<file path="config.mk">
export PLATFORM = sky130hd
export DESIGN_NAME = wav_header_stream_parser_top
export DESIGN_NICKNAME = d
export VERILOG_FILES = /design/src/wavp_pkg.sv /design/src/wavp_in_stage.sv /design/src/wavp_parse_core.sv /design/src/wavp_out_stage.sv /design/src/wav_header_stream_parser_top.sv
export SDC_FILE = /design/constraint.sdc
export NUM_CORES = 1
export LEC_CHECK = 0
export BUFFER_PORTS_ARGS = -buffer_cell sky130_fd_sc_hd__buf_2
export CELL_PAD_IN_SITES_DETAIL_PLACEMENT = 1
export CELL_PAD_IN_SITES_GLOBAL_PLACEMENT = 2
export CORE_MARGIN = 5
export CORE_UTILIZATION = 38
export DETAILED_ROUTE_END_ITERATION = 8
export PLACE_DENSITY = 0.76
export SYNTH_ARGS = -nofsm -noshare
export SYNTH_HDL_FRONTEND = slang
export SYNTH_SLANG_ARGS = --single-unit
</file>
<file path="constraint.sdc">
create_clock -name clk -period 18.6 [get_ports clk]
set_input_delay 1.86 -clock clk [delete_from_list [all_inputs] [get_ports clk]]
set_output_delay 1.86 -clock clk [all_outputs]
set_load 0.02 [all_outputs]
</file>
<file path="src/wavp_pkg.sv">
// ----------------------------------------------------------------------------
// wavp_pkg
// Shared types, record codes and tag table for the WAV header stream parser.
// ----------------------------------------------------------------------------
package wavp_pkg;

  // one input beat: a file byte and its end-of-file flag
  typedef struct packed {
    logic [7:0] in_byte;
    logic       in_last;
  } wavp_in_t;

  // one result beat
  typedef struct packed {
    logic [1:0]  record_kind;
    logic [2:0]  status;
    logic [31:0] sample_word;
    logic        sample_last;
    logic [15:0] audio_format;
    logic [15:0] channel_count;
    logic [31:0] sample_rate;
    logic [31:0] byte_rate;
    logic [15:0] block_align;
    logic [15:0] sample_bits;
    logic [31:0] data_size;
  } wavp_out_t;

  // record kinds
  localparam logic [1:0] KIND_HEADER = 2'd0;
  localparam logic [1:0] KIND_SAMPLE = 2'd1;
  localparam logic [1:0] KIND_ERROR  = 2'd2;

  // status codes
  localparam logic [2:0] ST_OK       = 3'd0;
  localparam logic [2:0] ST_NOT_RIFF = 3'd1;
  localparam logic [2:0] ST_NOT_WAVE = 3'd2;
  localparam logic [2:0] ST_NOT_FMT  = 3'd3;
  localparam logic [2:0] ST_NOT_DATA = 3'd4;
  localparam logic [2:0] ST_TRUNC    = 3'd5;

  // chunk tag selectors
  localparam logic [1:0] TAG_RIFF = 2'd0;
  localparam logic [1:0] TAG_WAVE = 2'd1;
  localparam logic [1:0] TAG_FMT  = 2'd2;
  localparam logic [1:0] TAG_DATA = 2'd3;

  // supported sample depths and their sizes in bytes
  localparam logic [15:0] DEPTH_16 = 16'd16;
  localparam logic [15:0] DEPTH_24 = 16'd24;
  localparam logic [1:0]  SIZE_16  = 2'd2;
  localparam logic [1:0]  SIZE_24  = 2'd3;

  // byte count of the fmt fields that are captured
  localparam logic [4:0] FMT_CAPTURE_BYTES = 5'd16;

  // expected byte of a tag at a position
  function automatic logic [7:0] tag_byte(input logic [1:0] sel, input logic [1:0] pos);
    logic [31:0] word;
    unique case (sel)
      TAG_RIFF: word = {8'h46, 8'h46, 8'h49, 8'h52};
      TAG_WAVE: word = {8'h45, 8'h56, 8'h41, 8'h57};
      TAG_FMT:  word = {8'h20, 8'h74, 8'h6D, 8'h66};
      default:  word = {8'h61, 8'h74, 8'h61, 8'h64};
    endcase
    return word[{pos, 3'b000} +: 8];
  endfunction

endpackage

</file>
<file path="src/wavp_in_stage.sv">
// ----------------------------------------------------------------------------
// wavp_in_stage
// Input register: holds one accepted byte beat until the parser takes it.
// ----------------------------------------------------------------------------
module wavp_in_stage (
  input  logic              clk,
  input  logic              rst_n,
  input  logic              in_valid,
  output logic              in_ready,
  input  wavp_pkg::wavp_in_t in_data,
  output logic              stg_valid,
  output wavp_pkg::wavp_in_t stg_data,
  input  logic              stg_take
);
  import wavp_pkg::*;

  logic     stg_valid_r;
  wavp_in_t stg_data_r;

  // free when empty or being drained this cycle
  assign in_ready  = !stg_valid_r || stg_take;
  assign stg_valid = stg_valid_r;
  assign stg_data  = stg_data_r;

  // valid flag
  always_ff @(posedge clk) begin
    if (!rst_n) begin
      stg_valid_r <= 1'b0;
    end else if (in_valid && in_ready) begin
      stg_valid_r <= 1'b1;
    end else if (stg_take) begin
      stg_valid_r <= 1'b0;
    end
  end

  // payload
  always_ff @(posedge clk) begin
    if (in_valid && in_ready) begin
      stg_data_r <= in_data;
    end
  end

endmodule

</file>
<file path="src/wavp_parse_core.sv">
// ----------------------------------------------------------------------------
// wavp_parse_core
// Per-byte parser: chunk phase tracking, fmt capture and sample assembly.
// ----------------------------------------------------------------------------
module wavp_parse_core (
  input  logic               clk,
  input  logic               rst_n,
  input  logic               stg_valid,
  input  wavp_pkg::wavp_in_t stg_data,
  output logic               stg_take,
  input  logic               slot_free,
  output logic               res_valid,
  output wavp_pkg::wavp_out_t res_data
);
  import wavp_pkg::*;

  typedef enum logic [3:0] {
    PH_RIFF_TAG  = 4'd0,
    PH_RIFF_SIZE = 4'd1,
    PH_WAVE_TAG  = 4'd2,
    PH_FMT_TAG   = 4'd3,
    PH_FMT_SIZE  = 4'd4,
    PH_FMT_BODY  = 4'd5,
    PH_DATA_TAG  = 4'd6,
    PH_DATA_SIZE = 4'd7,
    PH_DATA      = 4'd8,
    PH_DONE      = 4'd9,
    PH_ERROR     = 4'd10
  } phase_t;

  phase_t      phase_r,     phase_nxt;
  logic [1:0]  bif_r,       bif_nxt;
  logic [31:0] shift_r,     shift_nxt;
  logic [31:0] left_r,      left_nxt;
  logic [4:0]  fmt_off_r,   fmt_off_nxt;
  logic [23:0] samp_r,      samp_nxt;
  logic [15:0] fmt_format_r, fmt_format_nxt;
  logic [15:0] fmt_chan_r,  fmt_chan_nxt;
  logic [31:0] fmt_rate_r,  fmt_rate_nxt;
  logic [31:0] fmt_brate_r, fmt_brate_nxt;
  logic [15:0] fmt_align_r, fmt_align_nxt;
  logic [15:0] fmt_bits_r,  fmt_bits_nxt;

  logic        fire;
  logic [7:0]  b;
  logic [1:0]  tag_sel;
  logic [2:0]  tag_err;
  phase_t      tag_next;
  logic [31:0] shift_lane;
  logic [31:0] left_dec;
  logic [1:0]  size;
  logic [23:0] samp_lane;
  logic        is_err;

  assign fire     = stg_valid && slot_free;
  assign stg_take = fire;
  assign b        = stg_data.in_byte;

  // tag selection, error code and follow-on phase for the tag phases
  always_comb begin
    unique case (phase_r)
      PH_RIFF_TAG: begin
        tag_sel = TAG_RIFF; tag_err = ST_NOT_RIFF; tag_next = PH_RIFF_SIZE;
      end
      PH_WAVE_TAG: begin
        tag_sel = TAG_WAVE; tag_err = ST_NOT_WAVE; tag_next = PH_FMT_TAG;
      end
      PH_FMT_TAG: begin
        tag_sel = TAG_FMT;  tag_err = ST_NOT_FMT;  tag_next = PH_FMT_SIZE;
      end
      default: begin
        tag_sel = TAG_DATA; tag_err = ST_NOT_DATA; tag_next = PH_DATA_SIZE;
      end
    endcase
  end

  // byte lane inserts, counter decrement and sample size
  always_comb begin
    shift_lane = shift_r;
    shift_lane[{bif_r, 3'b000} +: 8] = b;
    samp_lane = samp_r;
    if (bif_r != 2'd3) begin
      samp_lane[{bif_r, 3'b000} +: 8] = b;
    end
    left_dec = left_r - 32'd1;
    if (fmt_bits_r == DEPTH_16) begin
      size = SIZE_16;
    end else if (fmt_bits_r == DEPTH_24) begin
      size = SIZE_24;
    end else begin
      size = 2'd0;
    end
  end

  // next state and result for the byte in the input register
  always_comb begin
    phase_nxt      = phase_r;
    bif_nxt        = bif_r;
    shift_nxt      = shift_r;
    left_nxt       = left_r;
    fmt_off_nxt    = fmt_off_r;
    samp_nxt       = samp_r;
    fmt_format_nxt = fmt_format_r;
    fmt_chan_nxt   = fmt_chan_r;
    fmt_rate_nxt   = fmt_rate_r;
    fmt_brate_nxt  = fmt_brate_r;
    fmt_align_nxt  = fmt_align_r;
    fmt_bits_nxt   = fmt_bits_r;
    res_valid      = 1'b0;
    res_data       = '0;
    is_err         = 1'b0;

    unique case (phase_r) inside
      PH_RIFF_TAG, PH_WAVE_TAG, PH_FMT_TAG, PH_DATA_TAG: begin
        if (b != tag_byte(tag_sel, bif_r)) begin
          res_valid            = 1'b1;
          res_data.record_kind = KIND_ERROR;
          res_data.status      = tag_err;
          is_err               = 1'b1;
          phase_nxt            = PH_ERROR;
        end else if (bif_r == 2'd3) begin
          bif_nxt   = 2'd0;
          shift_nxt = '0;
          phase_nxt = tag_next;
        end else begin
          bif_nxt = bif_r + 2'd1;
        end
      end
      PH_RIFF_SIZE, PH_FMT_SIZE, PH_DATA_SIZE: begin
        if (bif_r == 2'd3) begin
          bif_nxt   = 2'd0;
          shift_nxt = '0;
          if (phase_r == PH_RIFF_SIZE) begin
            phase_nxt = PH_WAVE_TAG;
          end else if (phase_r == PH_FMT_SIZE) begin
            left_nxt    = shift_lane;
            fmt_off_nxt = '0;
            phase_nxt   = (shift_lane == '0) ? PH_DATA_TAG : PH_FMT_BODY;
          end else begin
            left_nxt               = shift_lane;
            samp_nxt               = '0;
            res_valid              = 1'b1;
            res_data.record_kind   = KIND_HEADER;
            res_data.status        = ST_OK;
            res_data.audio_format  = fmt_format_r;
            res_data.channel_count = fmt_chan_r;
            res_data.sample_rate   = fmt_rate_r;
            res_data.byte_rate     = fmt_brate_r;
            res_data.block_align   = fmt_align_r;
            res_data.sample_bits   = fmt_bits_r;
            res_data.data_size     = shift_lane;
            phase_nxt              = (shift_lane == '0) ? PH_DONE : PH_DATA;
          end
        end else begin
          bif_nxt   = bif_r + 2'd1;
          shift_nxt = shift_lane;
        end
      end
      PH_FMT_BODY: begin
        // first sixteen body bytes land in the fmt fields
        if (fmt_off_r < FMT_CAPTURE_BYTES) begin
          fmt_off_nxt = fmt_off_r + 5'd1;
          case (fmt_off_r[3:0])
            4'd0:    fmt_format_nxt[7:0]   = b;
            4'd1:    fmt_format_nxt[15:8]  = b;
            4'd2:    fmt_chan_nxt[7:0]     = b;
            4'd3:    fmt_chan_nxt[15:8]    = b;
            4'd4:    fmt_rate_nxt[7:0]     = b;
            4'd5:    fmt_rate_nxt[15:8]    = b;
            4'd6:    fmt_rate_nxt[23:16]   = b;
            4'd7:    fmt_rate_nxt[31:24]   = b;
            4'd8:    fmt_brate_nxt[7:0]    = b;
            4'd9:    fmt_brate_nxt[15:8]   = b;
            4'd10:   fmt_brate_nxt[23:16]  = b;
            4'd11:   fmt_brate_nxt[31:24]  = b;
            4'd12:   fmt_align_nxt[7:0]    = b;
            4'd13:   fmt_align_nxt[15:8]   = b;
            4'd14:   fmt_bits_nxt[7:0]     = b;
            default: fmt_bits_nxt[15:8]    = b;
          endcase
        end
        left_nxt = left_dec;
        if (left_dec == '0) begin
          phase_nxt = PH_DATA_TAG;
        end
      end
      PH_DATA: begin
        left_nxt = left_dec;
        if (size != 2'd0) begin
          if ({1'b0, bif_r} + 3'd1 >= {1'b0, size}) begin
            res_valid            = 1'b1;
            res_data.record_kind = KIND_SAMPLE;
            res_data.status      = ST_OK;
            res_data.sample_word = (size == SIZE_16) ? {16'd0, samp_lane[15:0]}
                                                     : {samp_lane, 8'd0};
            res_data.sample_last = (left_dec < {30'd0, size});
            bif_nxt  = 2'd0;
            samp_nxt = '0;
          end else begin
            bif_nxt  = bif_r + 2'd1;
            samp_nxt = samp_lane;
          end
        end
        if (left_dec == '0) begin
          phase_nxt = PH_DONE;
          bif_nxt   = 2'd0;
          samp_nxt  = '0;
        end
      end
      default: begin
        // after the data or after an error: byte ignored
      end
    endcase

    // end of file: report early end, then return to the start
    if (stg_data.in_last) begin
      if (!is_err && (phase_nxt <= PH_DATA)) begin
        res_valid            = 1'b1;
        res_data             = '0;
        res_data.record_kind = KIND_ERROR;
        res_data.status      = ST_TRUNC;
      end
      phase_nxt      = PH_RIFF_TAG;
      bif_nxt        = '0;
      shift_nxt      = '0;
      left_nxt       = '0;
      fmt_off_nxt    = '0;
      samp_nxt       = '0;
      fmt_format_nxt = '0;
      fmt_chan_nxt   = '0;
      fmt_rate_nxt   = '0;
      fmt_brate_nxt  = '0;
      fmt_align_nxt  = '0;
      fmt_bits_nxt   = '0;
    end
  end

  // parser state
  always_ff @(posedge clk) begin
    if (!rst_n) begin
      phase_r      <= PH_RIFF_TAG;
      bif_r        <= '0;
      shift_r      <= '0;
      left_r       <= '0;
      fmt_off_r    <= '0;
      samp_r       <= '0;
      fmt_format_r <= '0;
      fmt_chan_r   <= '0;
      fmt_rate_r   <= '0;
      fmt_brate_r  <= '0;
      fmt_align_r  <= '0;
      fmt_bits_r   <= '0;
    end else if (fire) begin
      phase_r      <= phase_nxt;
      bif_r        <= bif_nxt;
      shift_r      <= shift_nxt;
      left_r       <= left_nxt;
      fmt_off_r    <= fmt_off_nxt;
      samp_r       <= samp_nxt;
      fmt_format_r <= fmt_format_nxt;
      fmt_chan_r   <= fmt_chan_nxt;
      fmt_rate_r   <= fmt_rate_nxt;
      fmt_brate_r  <= fmt_brate_nxt;
      fmt_align_r  <= fmt_align_nxt;
      fmt_bits_r   <= fmt_bits_nxt;
    end
  end

endmodule

</file>
<file path="src/wavp_out_stage.sv">
// ----------------------------------------------------------------------------
// wavp_out_stage
// Result register: holds one record beat until the consumer takes it.
// ----------------------------------------------------------------------------
module wavp_out_stage (
  input  logic                clk,
  input  logic                rst_n,
  input  logic                load,
  input  logic                res_valid,
  input  wavp_pkg::wavp_out_t res_data,
  output logic                slot_free,
  output logic                out_valid,
  input  logic                out_ready,
  output wavp_pkg::wavp_out_t out_data
);
  import wavp_pkg::*;

  logic      out_valid_r;
  wavp_out_t out_data_r;

  // slot usable when empty or being read out this cycle
  assign slot_free = !out_valid_r || out_ready;
  assign out_valid = out_valid_r;
  assign out_data  = out_data_r;

  // valid flag
  always_ff @(posedge clk) begin
    if (!rst_n) begin
      out_valid_r <= 1'b0;
    end else if (load && res_valid) begin
      out_valid_r <= 1'b1;
    end else if (out_ready) begin
      out_valid_r <= 1'b0;
    end
  end

  // payload
  always_ff @(posedge clk) begin
    if (load && res_valid) begin
      out_data_r <= res_data;
    end
  end

endmodule

</file>
<file path="src/wav_header_stream_parser_top.sv">
// ----------------------------------------------------------------------------
// wav_header_stream_parser_top
// WAV stream parser: checks RIFF/WAVE/fmt/data tags, captures the fmt fields,
// emits a header record and then 16- or 24-bit sample records.
//
//   channel | ports              | beat
//   --------+--------------------+---------------------------------------
//   input   | in_valid/in_ready  | one file byte and its last flag
//   output  | out_valid/out_ready| one header, sample or error record
//
// One byte per cycle sustained while the consumer keeps the result slot free;
// an accepted byte is held in the input register, and its record is loaded
// into the result register as the parser takes the byte from there.
// Reset is synchronous, active low, and returns the parser to the RIFF tag.
// A stalled output holds the parser and, once the input register is full,
// the input; a byte that yields no record still waits for a free result slot.
// ----------------------------------------------------------------------------
module wav_header_stream_parser_top (
  input  logic                clk,
  input  logic                rst_n,
  input  logic                in_valid,
  output logic                in_ready,
  input  wavp_pkg::wavp_in_t  in_data,
  output logic                out_valid,
  input  logic                out_ready,
  output wavp_pkg::wavp_out_t out_data
);
  import wavp_pkg::*;

  logic      stg_valid;
  wavp_in_t  stg_data;
  logic      stg_take;
  logic      slot_free;
  logic      res_valid;
  wavp_out_t res_data;

  // input register
  wavp_in_stage u_in (
    .clk       (clk),
    .rst_n     (rst_n),
    .in_valid  (in_valid),
    .in_ready  (in_ready),
    .in_data   (in_data),
    .stg_valid (stg_valid),
    .stg_data  (stg_data),
    .stg_take  (stg_take)
  );

  // parser
  wavp_parse_core u_core (
    .clk       (clk),
    .rst_n     (rst_n),
    .stg_valid (stg_valid),
    .stg_data  (stg_data),
    .stg_take  (stg_take),
    .slot_free (slot_free),
    .res_valid (res_valid),
    .res_data  (res_data)
  );

  // result register
  wavp_out_stage u_out (
    .clk       (clk),
    .rst_n     (rst_n),
    .load      (stg_take),
    .res_valid (res_valid),
    .res_data  (res_data),
    .slot_free (slot_free),
    .out_valid (out_valid),
    .out_ready (out_ready),
    .out_data  (out_data)
  );

endmodule

</file>
* Word-level counts from Yosys, hierarchy flattened *
Cells that the tools add are included.
Widths: inputs -> output; s select.

cells by class
  add/subtract/negate cells = 5
  order comparisons = 4
  equal/unequal tests = 39
  shift-type cells = 5
  multiplexer cells = 111
  reduce and logical (&&, ||, !) cells = 64

operators with widths
  cell                    count
  $mux 160                4
  $mux 32                 15
  $mux 198                2
  $mux 16                 12
  $mux 24                 8
  $mux 8                  16
  $pmux 32 s2             2
  $pmux 31 s3             1
  $reduce_and 4->1        19
  $logic_not 32->1        2
  $pmux 24 s2             1
  $reduce_bool 2->1       20
  $mux 38                 1
  $mux 37                 1
  $mux 33                 1
  $bwmux 32               1
  $eq 16x5->1 const B     2
  $eq 4x3->1 const B      8
  $eq 4x4->1 const B      8
  $lt 32x2->1             1
  $mux 4                  8
  $shift 8x7->32 const A  1
  $shiftx 32x6->8         1
  $shiftx 8x7->32         1
  other kinds (41)        92

storage, ports and cells
  register bits after elaboration = 436
  bits of input ports = 13
  output and inout bits = 200
  logic and storage cells = 265

* Depth between registers and ports, before layout *
Gate-level depths: netlist of the first run.

  depth in word-level cells = 15
  mapped depth = 23
  gate-level depth less buffers = 19

* Modules after synthesis *
From an unflattened synthesis of the first run, not the netlist that was laid out.

second synthesis, totals
  cell total of the unflattened synthesis = 2043
  area, all modules = 20026.7 um^2

by module, submodules not included
  module           times used  cells an instance  area an instance (um^2)  sequential area each (um^2)
  wavp_parse_core  1           1826               13700.6                  4544.4
  wavp_out_stage   1           203                5998.3                   5965.7
  wavp_in_stage    1           14                 327.8                    290.3

* Worst setup path before layout of the first run *
Ideal clock, no wire load.

  path type = register -> register
  start point = reg u_core.bif_r[1]
  end point = reg u_out.out_data_r, in the netlist u_out.out_data[0], enable pin
  setup time = 0.875 ns
  arrival time = 13.738 ns
  data required time = 17.725 ns
  setup slack = 3.988 ns
  cell stages (with the launch flop) = 22
  buffers on the path = 3
  period minus slack after synthesis = 14.612 ns
  cells stage by stage = dfxtp_1 -> inv_1 -> ha_1 -> inv_1 -> and3_1 -> clkbuf_1 -> clkbuf_1 -> a31oi_1 -> nand4_1 -> nor2_1 -> nand2_1 -> nor4_1 -> ha_1 -> inv_1 -> a21oi_1 -> o31a_1 -> a31oi_1 -> nand4b_1 -> a211o_2 -> buf_6 -> and2_4 -> a31oi_1

between the ends
  cells in the longest elaborated chain, start to end = 14
  elaborated cells between the ends (all ways) = 30
  those cells by class = add/sub: 2; order compare: 2; eq/ne: 2; shift: 3; mux: 17; reduce/logical: 4

ends and longest elaborated chain
  element                                                   line                                            source
  start, declared                                           wavp_parse_core.sv:32                           logic [1:0] bif_r, bif_nxt;
  start signal, assigned                                    wavp_parse_core.sv:255                          bif_r <= bif_nxt;
  $neg 5->7                                                 wavp_parse_core.sv:80                           shift_lane[{bif_r, 3'b000} +: 8] = b;
  $shiftx 8x7->32 / $shift 8x7->32 (equally long branches)  wavp_parse_core.sv:80
  $bwmux 32                                                 wavp_parse_core.sv:80
  $logic_not 32->1                                          wavp_parse_core.sv:138, wavp_parse_core.sv:152
  $mux 1 / $mux 2 (equally long branches)                   wavp_parse_core.sv:152, wavp_parse_core.sv:138
  $mux 4                                                    wavp_parse_core.sv:135                          end else if (phase_r == PH_FMT_SIZE) begin
  $mux 4                                                    wavp_parse_core.sv:133                          if (phase_r == PH_RIFF_SIZE) begin
  $mux 4                                                    wavp_parse_core.sv:130                          if (bif_r == 2'd3) begin
  $pmux 4 s4                                                wavp_parse_core.sv:113                          unique case (phase_r) inside
  $le 4x4->1                                                wavp_parse_core.sv:217                          if (!is_err && (phase_nxt <= PH_DATA)) begin
  $logic_and 1x1->1                                         wavp_parse_core.sv:217
  $mux 1                                                    wavp_parse_core.sv:217
  $mux 1 *                                                  wavp_parse_core.sv:216                          if (stg_data.in_last) begin
  $logic_and 1x1->1 *                                       wavp_out_stage.sv:39                            if (load && res_valid) begin
  end signal, assigned                                      wavp_out_stage.sv:40                            out_data_r <= res_data;
  end, declared                                             wavp_out_stage.sv:19                            wavp_out_t out_data_r;

Every way passes the cells marked *; elsewhere a longest branch is shown, timed or not.
A chain may end at the register's enable or synchronous reset.

* Final worst setup path of the first run *
  start point = reg u_core.bif_r[0]
  end point = reg u_out.out_data_r, in the netlist u_out.out_data[36], enable pin

Same word-level chain as after synthesis.

==> metrics, run 1 <==
status=complete, no violations; H-tree depth=2; R2R depth=21; Design Area, Final=22600 um2; top cell type's share of synthesized area=31.9%; Synth Area in XOR/XNOR=0.629%; standard-cell rows=83; gp weighted congestion=0.858; input/output buffers=212; met2 GRT Util=34.7%; worst path cell trace=inv_1 > ha_1 > inv_1 > nor3_1 > buf_4 > a31oi_1 > nand4_1 > nor3_1 > nand2_1 > nor4_1 > ha_1 > inv_1 > a21oi_1 > o31a_1 > a31oi_1 > nand4b_1 > a211o_2 > and2_4 > a31oi_4 > buf_4 > buf_4; compound-gate portion of the synthesized area=10.0%; total number of vias=14900; setup tns final=0 ps; Min-Delay Path Depth=2; maxcap violations=0; fin nets=2062; first-pass GRT wire length=92000 um; clock skew=29.1 ps; Synthesized Nets=1913; synthesized area per cell=10.3 um2; largest family of logic cells by synthesized area=simple AND/OR/NAND/NOR gates; Lkg Pwr=8.07 nW; Slew Limit Headroom=20.5%; internal power=1.61 mW; VDD IR max=0.0758 mV; Worst-Margin Slew=1190 ps; Routed WL=60000 um; Final setup viols=0; Initial Util=38.2%; CTS resizes=0; minimum clock period=7330 ps; arrival time of the worst setup path=7520 ps; Post-Syn Area=19500 um2; clock share of power=42.1%; # hold bufs at CTS=0; DP HPWL=39200 um; DRT Pass-1 Iters=5; combinational share of power=9.2%; total congestion overflow=0; clk slew on worst S/H paths=70 ps; Setup crit start kind=flop; placed insts=2663; Crit path largest cell delay=790 ps; CTS buffer count=48; Critical Path RT=18800 ps; Iter 0 DRT Violations=1018; nature of the critical path endpoint=flop; P per Cell Area=95.7 nW/um2; switching pwr=553 uW; TritonCTS clock tree=built; die outline width=237 um; fin. max-slew vios=0; Achievable Freq=0.136 GHz; CTS max path bufs=3; largest cells by area after synthesis=edfxtp_1 (32%), dfxtp_1 (24%), mux2i_1 (6.7%); Clock Tree Root=clkbuf_16; adder-cell area share of the yosys netlist=1.07%; Yosys warning count=0; Hold Path Class=reg2reg; Post-Syn Instances=1884; CP max-delay cell=buf_4; postcts setup bufs=0; area post-placement=21100 um2; post-synthesis mux area share=6.73%; Synth-to-Final Area Change=15.8%; busiest metal layer after global routing=met2; fraction of layout cells with a size suffix above 1=16.6%; IO Pins=213; Async SR Flop Fraction=0%; Synth Area in Simple Gates=22.6%; Net Sw Frac=25.6%; RSZ-0062 raised after global routing=no; Core Region=51100 um2; Netlist cell types=77; vias per cell=5.40; Crit Path Max Fanout=70; largest net degree at the start of global routing=128; GR Util met3=2.92%; Top FF cell, synth=dfxtp_1; Seq/Total Area, Yosys=55.4%; vias in the first global route=15000; Final period util=39.4%; Routed wire per std cell=21.8 um; Clk Latency, worst-skew pair=600 ps; WP depth=21; Antenna Nets Post-Route=0; GRT Total Usage=20.7%; Hold Fails Final Rpt=0; GR Util met1=28.4%; Finished Layout Cells=2753; CP bufs+invs=6; initial antenna violation count=0; Crit Path Category=reg2reg; EDFF count, synth=207; die area=55900 um2; synthesized flop and latch total=436; post-synth top area cell=edfxtp_1; sequential fraction of design power=48.7%; CP delay by family, top=buffers and inverters; drt drc=0; Die H=237 um; clock sinks=436
## layout make-up
type                       instances  area [um2]
timing repair buffer             244        1300
clock inverter                    28         211
fill                            5730       28500
multi-input combinational       1285        8050
sequential                       436       10800
tap                              680         851
inverter                          18        67.6
clock buffer                      61        1280
antenna                            1        2.50
## metal layers
layer,up-vias,wire length [um]
met3,89,2130
met4,0,1480
li1,7064,-
met5,-,0
met1,7416,27600
met2,287,28800
## worst register-to-register path: stages, from the launching register on
cell and delay [ps]:
dfxtp_1 750, inv_1 350, ha_1 400, inv_1 110
nor3_1 50, buf_4 230, a31oi_1 350, nand4_1 180
nor3_1 320, nand2_1 100, nor4_1 710, ha_1 350
inv_1 80, a21oi_1 70, o31a_1 300, a31oi_1 210
nand4b_1 150, a211o_2 350, and2_4 180, a31oi_4 180
buf_4 660, buf_4 800
## cell families (layout without fill, tap and decap cells)
kind of cell               Yosys count  after routing
DFF                                436            436
adders and majority gates           16             16
and+or+nand+nor                    814            814
xor gates and xnor gates            14             14
AOI/OAI and AO/OA                  310            310
other                                0              1
muxes                              131            131
buffers and inverters              163            351
## Yosys cell counts, types with 6 or more instances
cell type	number
a32o_1	11
buf_2	6
clkbuf_1	114
edfxtp_1	207
o31ai_1	10
nor2_1	156
nand2b_1	8
mux2i_1	130
nor3_1	34
nand4_1	19
clkbuf_2	8
nor2b_1	196
a21boi_0	21
inv_1	18
and3_1	141
nand3_1	52
or3_1	7
xor2_1	8
o21ai_0	96
nand4b_1	10
a31oi_1	33
dfxtp_1	229
ha_1	15
buf_6	7
xnor2_1	6
a211oi_1	13
or4_1	7
a21oi_1	74
nand2_1	130
and2_1	9
nor4_1	20
## sequential cells by signal (all words and copies together) (netlist names), 5 cells and up
signal and count:
u_core.fmt_format_r 16, u_out.out_data 198, u_core.fmt_chan_r 16, u_core.fmt_bits_r 16
u_core.fmt_brate_r 32, u_core.fmt_rate_r 32, u_core.samp_r 24, u_core.fmt_off_r 5
u_core.shift_r 32, u_core.fmt_align_r 16, u_in.stg_data 9, u_core.left_r 32
## stage by stage
step           utilization [%]  worst slack [ps]  hold WS [ps]  power, mW
5_1_grt                   44.2             10770           474       2.25
3_3_place_gp              41.2             11570           435       1.27
3_5_place_dp              41.2             11270           451       1.27
6_report                  44.2             11270           460       2.16
4_1_cts                   44.2             11230           461       2.19
2_1_floorplan                -              3990           425       1.21
## power groups by stage
| stage | registers (mW) | clock network (mW) | logic, mW |
|---|---|---|---|
| finish | 1.05 | 0.909 | 0.200 |
| global route | 1.05 | 0.978 | 0.215 |
| CTS | 1.05 | 0.934 | 0.202 |
| detailed placement | 1.07 | 0 | 0.202 |
| global placement | 1.07 | 0 | 0.199 |
| floorplan | 1.11 | 0 | 0.0993 |
## final timing paths
check	startpoint	endpoint	slack, ps
worst min register to register	u_core.samp_r[4]$_SDFFE_PN0P_	u_core.samp_r[4]$_SDFFE_PN0P_	460
worst min-delay path	u_core.samp_r[4]$_SDFFE_PN0P_	u_core.samp_r[4]$_SDFFE_PN0P_	460
worst max-delay path	u_core.bif_r[0]$_SDFFE_PN0P_	u_out.out_data[36]$_DFFE_PP_	11270
worst max register to register	u_core.bif_r[0]$_SDFFE_PN0P_	u_out.out_data[36]$_DFFE_PP_	11270
## cells in the final DEF, fill, tap and decap left out, drive strengths merged, types with 4 or more instances in the layout
cell      Yosys  layout
buf          23     244
dfxtp       229     229
edfxtp      207     207
nor2b       196     196
nor2        157     157
and3        141     141
nand2       130     130
mux2i       130     130
o21ai        97      97
a21oi        74      74
clkbuf      122      61
nand3        54      54
nor3         36      36
a31oi        33      33
nor4         24      24
a21boi       21      21
nand4        19      19
inv          18      19
clkinv        0      19
ha           15      15
a211oi       13      13
a32o         11      11
nand4b       11      11
o31ai        10      10
and2         10      10
nand2b        8       8
xor2          8       8
or3           7       7
or4           7       7
xnor2         6       6
clkinvlp      0       6
o22ai         4       4
a22oi         4       4
a32oi         4       4
nor4b         4       4
or2           4       4
Power figures use the tool's default switching activity.
==> run 2, diff against run 1 <==
--- a/config.mk
+++ b/config.mk
@@ -5,13 +5,14 @@
 export SDC_FILE = /design/constraint.sdc
 export NUM_CORES = 1
 export LEC_CHECK = 0
+export ABC_AREA = 1
 export BUFFER_PORTS_ARGS = -buffer_cell sky130_fd_sc_hd__buf_2
 export CELL_PAD_IN_SITES_DETAIL_PLACEMENT = 1
 export CELL_PAD_IN_SITES_GLOBAL_PLACEMENT = 2
 export CORE_MARGIN = 5
-export CORE_UTILIZATION = 38
+export CORE_UTILIZATION = 32
 export DETAILED_ROUTE_END_ITERATION = 8
-export PLACE_DENSITY = 0.76
+export PLACE_DENSITY = 0.73
 export SYNTH_ARGS = -nofsm -noshare
 export SYNTH_HDL_FRONTEND = slang
 export SYNTH_SLANG_ARGS = --single-unit
==> constraint.sdc (replaced) <==
create_clock -name clk -period 6.7 [get_ports clk]
set_input_delay 0.67 -clock clk [delete_from_list [all_inputs] [get_ports clk]]
set_output_delay 0.67 -clock clk [all_outputs]
set_load 0.02 [all_outputs]
==> run 2 against run 1 <==
Compared with the run above: combinational power grew to 4.0 times the previous value; critical path depth up 4; die area grew 17%; total power grew to 2.9 times the previous value; sequential share of layout area up 0.22 points; setup slack worse by 11000 ps; via count rose by 8.6%; count of clock-buffer cells in the layout increased by 4; sequential cell count unchanged; first-iteration DRC count is 11% lower; critical path type unchanged.
==> metrics, run 2 <==
status=complete, no violations (unchanged); largest cells by area after synthesis=edfxtp_1 (32%), dfxtp_1 (24%), o21ai_0 (7.2%) (was edfxtp_1 (32%), dfxtp_1 (24%), mux2i_1 (6.7%)); die area=65300 um2 (was 55900 um2); gp weighted congestion=0.870 (was 0.858); Post-Syn Area=19300 um2 (was 19500 um2); standard-cell rows=90 (was 83); TritonCTS clock tree=built (unchanged); top cell type's share of synthesized area=32.2% (was 31.9%); Netlist cell types=45 (was 77); Crit Path Category=reg2reg (unchanged); power consumption=6.30 mW (was 2.16 mW); FF-to-FF setup slack=700 ps (was 11270 ps); P per Cell Area=280 nW/um2 (was 95.7 nW/um2); area post-placement=21000 um2 (was 21100 um2); IO Pins=213 (unchanged); Hold Fails Final Rpt=0 (unchanged); synthesized flop and latch total=436 (unchanged); GRT Total Usage=18.8% (was 20.7%); drt drc=0 (unchanged); DRT Pass-1 Iters=5 (unchanged); Place WS=815 ps (was 11270 ps); Initial Util=32.1% (was 38.2%); clock sinks=436 (unchanged); total congestion overflow=0 (unchanged); CP delay by family, top=simple AND/OR/NAND/NOR gates (was buffers and inverters); minimum clock period=6000 ps (was 7330 ps); Final setup viols=0 (unchanged); Worst-Margin Slew=1120 ps (was 1190 ps); Die H=256 um (was 237 um); DP HPWL=44800 um (was 39200 um); Min-Delay Path Depth=1 (was 2); maxcap violations=0 (unchanged); input/output buffers=212 (unchanged); Slew Limit Headroom=25.2% (was 20.5%); vias per cell=4.94 (was 5.40); R2R depth=25 (was 21); Routed wire per std cell=19.6 um (was 21.8 um); commonest cells in the netlist=nor2_1 (357), nand2_1 (347), o21ai_0 (279) (was dfxtp_1 (229), edfxtp_1 (207), nor2b_1 (196)); WP depth=25 (was 21); Critical Path RT=6870 ps (was 18800 ps); Final period util=89.6% (was 39.4%); combinational share of power=12.7% (was 9.2%); CTS buffer count=48 (unchanged); clock share of power=40.4% (was 42.1%); Yosys warning count=0 (unchanged); fin nets=2474 (was 2062); synthesized area per cell=8.44 um2 (was 10.3 um2); Core Region=60000 um2 (was 51100 um2); setup tns final=0 ps (unchanged); Async SR Flop Fraction=0% (unchanged); die outline width=256 um (was 237 um); Hold Path Class=in2reg (was reg2reg); largest net degree at the start of global routing=128 (unchanged); Clk Latency, worst-skew pair=600 ps (about the same); initial antenna violation count=0 (unchanged); Finished Layout Cells=3265 (was 2753); Routed WL=63900 um (was 60000 um); RSZ-0062 raised after global routing=no (unchanged); final hold slack=255 ps (was 460 ps); nature of the critical path endpoint=flop (unchanged); Crit Path Max Fanout=127 (was 70); CP dominant cell by count=nand2_1; fraction of layout cells with a size suffix above 1=14.3% (was 16.6%); CTS resizes=0 (unchanged); CTS max path bufs=3 (unchanged); Top FF cell, synth=dfxtp_1 (unchanged); antenna diode count=0 (was 1); Clock Tree Root=clkbuf_16 (unchanged); EDFF count, synth=207 (unchanged); CP max-delay cell=dfxtp_2 (was buf_4); post-route setup slack=698 ps (was 11270 ps); total number of vias=16100 (was 14900); Design Area, Final=22500 um2 (was 22600 um2); Antenna Nets Post-Route=0 (unchanged); commonest non-fill, non-tap cell in the layout=nor2_1 (was dfxtp_1); Synthesized Nets=2314 (was 1913); most frequent cells in the layout=nor2_1 (348), nand2_1 (347), o21ai_0 (279) (was dfxtp_1 (229), buf_2 (211), edfxtp_1 (207)); Crit path largest cell delay=670 ps (was 790 ps); Iter 0 DRT Violations=905 (was 1018); clock skew=20.5 ps (was 29.1 ps); postcts setup bufs=0 (unchanged); VDD IR max=0.188 mV (was 0.0758 mV); Synth-to-Final Area Change=16.5% (was 15.8%); vias in the first global route=16200 (was 15000); final core occ=37.4% (was 44.2%); post-synth top area cell=edfxtp_1 (unchanged); H-tree depth=2 (unchanged); # hold bufs at CTS=0 (unchanged); first-pass GRT wire length=97600 um (was 92000 um); clk slew on worst S/H paths=60 ps (was 70 ps); Post-Syn Instances=2285 (was 1884); top-count cell post-synth=nor2_1 (was dfxtp_1); placed insts=3177 (was 2663); switching pwr=1.76 mW (was 553 uW); CP bufs+invs=4 (was 6); arrival time of the worst setup path=6170 ps (was 7520 ps); Lkg Pwr=8.79 nW (was 8.07 nW); Seq/Total Area, Yosys=56.0% (was 55.4%); number of flip-flops in the largest register=198 (unchanged); Setup crit start kind=flop (unchanged); sequential fraction of design power=46.9% (was 48.7%); internal power=4.54 mW (was 1.61 mW); fin. max-slew vios=0 (unchanged); Achievable Freq=0.167 GHz (was 0.136 GHz); Net Sw Frac=27.9% (was 25.6%)
run 2: worst register-to-register path, stage by stage (launching register included):
cell and delay, ps:
dfxtp_2 670, clkinv_2 290, ha_1 510, inv_1 140
nor2_1 140, nand2_1 160, nand2_1 50, o21ai_0 230
nand4_1 230, or3_1 430, nor4_1 560, ha_1 260
o21ai_0 120, o21ai_0 150, o21ai_0 160, nand2_1 90
nor2_1 40, nand2_1 70, nand2_1 60, nand3_1 70
nand2_1 70, nand2_2 200, nand2_1 80, nand2_1 170
clkinvlp_4 170, buf_12 220
run 2: final timing paths:
| check | startpoint | endpoint |
|---|---|---|
| max | u_core.bif_r[0]$_SDFFE_PN0P_ | u_out.out_data[185]$_DFFE_PP_ |
| min | in_data[7] | u_in.stg_data[7]$_DFFE_PP_ |
| max reg2reg | u_core.bif_r[0]$_SDFFE_PN0P_ | u_out.out_data[185]$_DFFE_PP_ |
| min reg2reg | u_core.fmt_brate_r[7]$_SDFFE_PN0P_ | u_core.fmt_brate_r[7]$_SDFFE_PN0P_ |
run 2: area by class of cell:
cell class              count  area [um2]
multi-input cells        1471        7000
inverters                 260         981
flip-flops and latches    436       10800
clock inverters            23         200
repair buffers            228        1210
well taps                 782         978
fillers                  7142       37600
clock buffers              65        1290
run 2: cells by family (layout without fill, tap and decap cells):
kind of cell | count (synthesis) | in the layout | synth area share (%)
AO/OA/AOI/OAI | 550 | 550 | 15.1
XOR/XNOR | 7 | 7 | 0.318
adder cells (fa/ha/maj) | 16 | 16 | 1.08
buffers and inverters | 378 | 576 | 7.96
flip-flops | 436 | 436 | 56.0
AND/OR/NAND/NOR | 898 | 898 | 19.5
run 2: power by group through the flow:
stage	Clock [mW]	Combinational [mW]	Sequential (mW)
floorplan	0	0.475	3.06
global placement	0	0.797	3.01
detailed placement	0	0.807	3.01
CTS	2.63	0.811	2.96
global route	2.74	0.893	2.96
finish	2.54	0.802	2.95
run 2: layer usage:
layer	wire length [um]	share of wire [%]	global-route usage, %
met2	30500	48	32.0
met4	1620	2.5	4.99
met5	0	0	0
met1	29300	46	25.1
met3	2510	3.9	2.98
